[src/hw/rtl/sme_ram.sv]
module sme_ram #(
	parameter int Width = 32,
	parameter int Depth = 64
) (
	input logic clk,
	input logic we,
	input logic [$clog2(Depth)-1:0] waddr,
	input logic [Width-1:0] wdata,
	input logic [$clog2(Depth)-1:0] raddr,
	output logic [Width-1:0] rdata
);
	logic [Width-1:0] mem [Depth];
	always_ff @(posedge clk) begin
		if (we) mem[waddr] <= wdata;
		rdata <= mem[raddr];
	end
endmodule

[config.mk]
export PLATFORM = sky130hd
export DESIGN_NAME = sme_ram
export DESIGN_NICKNAME = d
export VERILOG_FILES = /design/src/hw/rtl/sme_ram.sv
export SDC_FILE = /design/constraint.sdc
export NUM_CORES = 2
export LEC_CHECK = 0
export ABC_CLOCK_PERIOD_IN_PS = 3990
export CORE_MARGIN = 8
export CORE_UTILIZATION = 27
export DETAILED_ROUTE_END_ITERATION = 8
export DONT_BUFFER_PORTS = 1
export GPL_TIMING_DRIVEN = 0
export PLACE_DENSITY_LB_ADDON = 0.1
export SETUP_SLACK_MARGIN = 0.05
export SYNTH_ARGS = -nofsm -noshare
export SYNTH_HDL_FRONTEND = slang
export SYNTH_SLANG_ARGS = --single-unit
export TNS_END_PERCENT = 100
[constraint.sdc]
create_clock -name clk -period 3.99 [get_ports clk]
set_input_delay 0.5985 -clock clk [delete_from_list [all_inputs] [get_ports clk]]
set_output_delay 0.5985 -clock clk [all_outputs]
set_load 0.02 [all_outputs]
After elaboration in Yosys (flattened, before gate mapping)
Memories as Yosys holds them, arrays and structs flattened. A register that Yosys moved wholly into a read port is not among the register bits.
Cells that the tools add are included.
{"block": "classes", "mux": 2}
{"op": "$mux W1", "count": 2}
{"block": "totals", "register_bits": 0, "ramBits": 2048, "input_bits": 46, "word_cells": 3, "memories": 1}
{"name": "mem", "words": 64, "word_bits": 32, "read_ports": 1, "rd_clocked_by_memory_dff": 1, "write_ports": 1, "line": "12", "source": "logic [Width-1:0] mem [Depth];"}

Longest topological paths before layout
{"block": "logic_depth", "ltp_word": 2, "ltp_mapped": 10, "ltp_nobuf": 5}

Worst setup path before layout
Ideal clock, no wire load.
{"block": "synth_timing", "path_type": "in2reg", "start": "input waddr[3]", "end": "memory mem[48][0], enable pin", "arrival_time_ns": 3.297, "required_time_ns": 3.529, "setup_slack_ns": 0.232, "stages": 4, "path_buffers": 1, "cell_sequence": "clkbuf_1 > nor2b_1 > nand4b_1 > nor3_1"}
{"element": "start: declaration", "line": "7", "source": "input logic [$clog2(Depth)-1:0] waddr,"}
{"element": "end: declaration", "line": "12"}
Straight into the memory's write port.

==> out/qor.csv <==
metric,value,unit
worst_hold_path.num_cells,1,
grt_setup_unrepaired,no,
cts_buffers,236,
core_region_area,0.290,mm^2
final.min_clock_period,3.94,ns
report.final.hold_viol_count,0,
max-slew-margin-rel,0.0265,
netlist_instances,3324,
gr-usage-met3,0.0323,
syn_area,0.0785,mm^2
grt.busiest_layer,met2,
fin_hold_ws,0.0748,ns
avgViaCountPerCell,4.86,
layout_cells_sized_above_1,0.307,
power_density,508,mW/mm^2
cpMostUsedCell,buf_2,
clock_latency,0.92,ns
synth-warning-count,0,
cell_at_the_root_of_the_clock_tree,clkbuf_16,
route.detailed.wl_per_inst,36.9,um
cp_data_required_time,4.72,ns
die_x,555,um
cts_tree,yes,
regToRegStartpoint,mem[27][18],
layout_filler_cell_count,27387,
timing.rr.end,rdata[18],
mostFrequentLayoutCells,"edfxtp_1 (2048), mux4_2 (544), clkbuf_16 (242), clkbuf_1 (107), mux2i_1 (93)",
peakVddDrop,0.333,mV
maxCapViolations,0,
grt.met1_usage,0.246,
mappedNetlistNets,3370,
grt_max_degree,65,
routed-via-count,37873,
avgSynthCellArea,23.6,um^2
critical-path-top-delay-family,buffers and inverters,
detailedRoute.firstIterationViolations,3931,
number_of_placement_rows,198,
hold_path.class,input pin to flip-flop,
worst_path_max_delay_cell,a21oi_1,
drc,0,
worst_hold_path.endpoint,mem[47][29],
hpwlAfterDp,186000,um
multi_input_area,0.0160,mm^2
gp_congestion,0.775,
crit_buf_inv,5,
grt_overflow,0,
area.growth.synth_to_final,20.6,%
die_area,0.308,mm^2
fin_crit_sh,0.986,
critPathKind,input pin to flip-flop,
holdCritStartpoint,wdata[29],
seq_area,0.0621,mm^2
clock_path_buffers,4,
initial_antenna_violation_count,16,
design.final.nets,3752,
first_global_vias,38265,
setup.worst_path.start_class,input pin,
mostFrequentLayoutCell,edfxtp_1,
worst_path_cell_chain,clkbuf_1 -> buf_2 -> buf_2 -> buf_2 -> buf_2 -> mux2i_1 -> a21oi_1 -> a21oi_1 -> nor2_1,
die_h,555,um
portBuffers,0,
run_status,completed,
setup.worst_path.end_class,flip-flop,
io-pin-count,78,
antenna_left,0,
flop_and_latch_count_out_of_synthesis,2080,
timing.final.max_slew_violations,0,
cts.reportedPaths.clkPinSlew,0.06,ns
max_fo_critical_path,10,
clock_sink_count,2080,
first_pass_drt_iterations,5,
grt_pass1_wl,378000,um
gr-usage-met2,0.311,
clock_skew,0.0975,ns
track_usage,0.183,
setup_viol,0,
postCtsSetupBuffers,0,
reg2reg_slack,0.99,ns
worstRegToRegCells,4,
power.leakage,29.0,nW
arrival,4.67,ns
start_util,0.271,
total_power_consumption_of_the_routed_design,0.0481,W
worst_path_largest_cell_delay,0.67,ns
wirelength,288000,um
slew_at_the_pin_with_the_worst_max_slew_slack,1.46,ns
seq_area_frac_synth,0.791,
cts_max_level,4,
synth.lib_cells_used.distinct,34,
clock.fmax,254,MHz
[report_power, final]
part	switching, W	total [W]	leakage, nW	internal (W)
logic	0.00189	0.00278	6.68	0.000885
clock network	0.00890	0.0210	3.60	0.0121
registers	0.000112	0.0243	18.7	0.0242
[worst max-delay path by stage]
stage / startpoint / end / slack (ns) / cells past startpoint
2_1_floorplan: waddr[3] / mem[48][0] / 0.23 / 4
3_3_place_gp: waddr[4] / mem[49][28] / -4.63 / 3
3_5_place_dp: raddr[1] / rdata[15] / -1.87 / 9
4_1_cts: raddr[1] / rdata[7] / -0.004 / 9
5_1_grt: raddr[1] / rdata[7] / 0.09 / 9
6_report: raddr[2] / rdata[13] / 0.05 / 9
[logic make-up after synthesis]
logic type | Yosys count | synth area share
AOI/OAI and AO/OA | 202 | 0.0167
and+or+nand+nor | 223 | 0.0127
DFF | 2080 | 0.791
buffers and inverters | 182 | 0.0113
muxes | 637 | 0.168
[cell usage after synthesis]
library cell	n	area, um^2
buf_4	25	188
nor2b_1	15	93.8
nand3_1	5	25.0
nand3b_1	5	37.5
o22ai_1	84	526
a41o_1	4	40.0
or2_2	1	6.26
o32ai_1	4	35.0
nand2_1	26	97.6
dfxtp_1	32	641
o221ai_1	27	236
buf_1	21	78.8
buf_6	5	56.3
a311oi_1	8	70.1
buf_2	57	285
edfxtp_1	2048	61500
a22oi_1	12	90.1
mux2i_1	93	931
a21oi_1	62	310
clkbuf_1	74	278
and2_1	2	12.5
nand4b_1	1	8.76
or3_1	3	18.8
a31oi_1	1	6.26
or3b_2	3	26.3
and3_1	4	25.0
mux4_2	544	12300
nand2b_1	8	50.1
nor2_1	137	514
or3b_1	2	17.5
or2_1	1	6.26
or2_0	1	6.26
nand4_1	2	12.5
nor3_1	7	35.0
[cell type report]
| cell class | instances | share of cell area |
|---|---|---|
| Antenna cell | 8 | 0.000211 |
| Buffer | 181 | 0.0102 |
| Clock buffer | 310 | 0.0677 |
| Clock inverter | 112 | 0.00995 |
| Multi-Input combinational cell | 1062 | 0.169 |
| Sequential cell | 2080 | 0.656 |
| Tap cell | 3900 | 0.0515 |
| Timing Repair Buffer | 145 | 0.0348 |
[repair_timing]
item / in CTS / in global routing
resized for setup: 34 / 15
pin swaps: 0 / 1
setup endpoints to repair: 24 / 5
hold endpoints to repair: 2048 / 0
hold buffers: 33 / 0
[sequential cells by signal, indices dropped and copies added (netlist names)]
name,flops
mem,2048
rdata,32
[routing by layer]
metal,vias up,part of all wire
li1,15098,-
met3,308,0.054
met2,1146,0.49
met5,-,0
met1,21321,0.43
met4,0,0.023
[metrics by stage]
step           setup WS (ns)  utilization  TNS [ns]  area (um^2)  std cells
6_report              0.0543        0.326         0        94700       7798
2_1_floorplan          0.232            -         0        78500       3324
3_3_place_gp           -4.63        0.287  -4680.22        83400       7224
4_1_cts             -0.00449        0.326  -0.00449        94600       7790
3_5_place_dp           -1.87        0.297    -32.56        86300       7336
5_1_grt               0.0942        0.326         0        94700       7791
No activity file was read; power rests on OpenSTA's default activity.
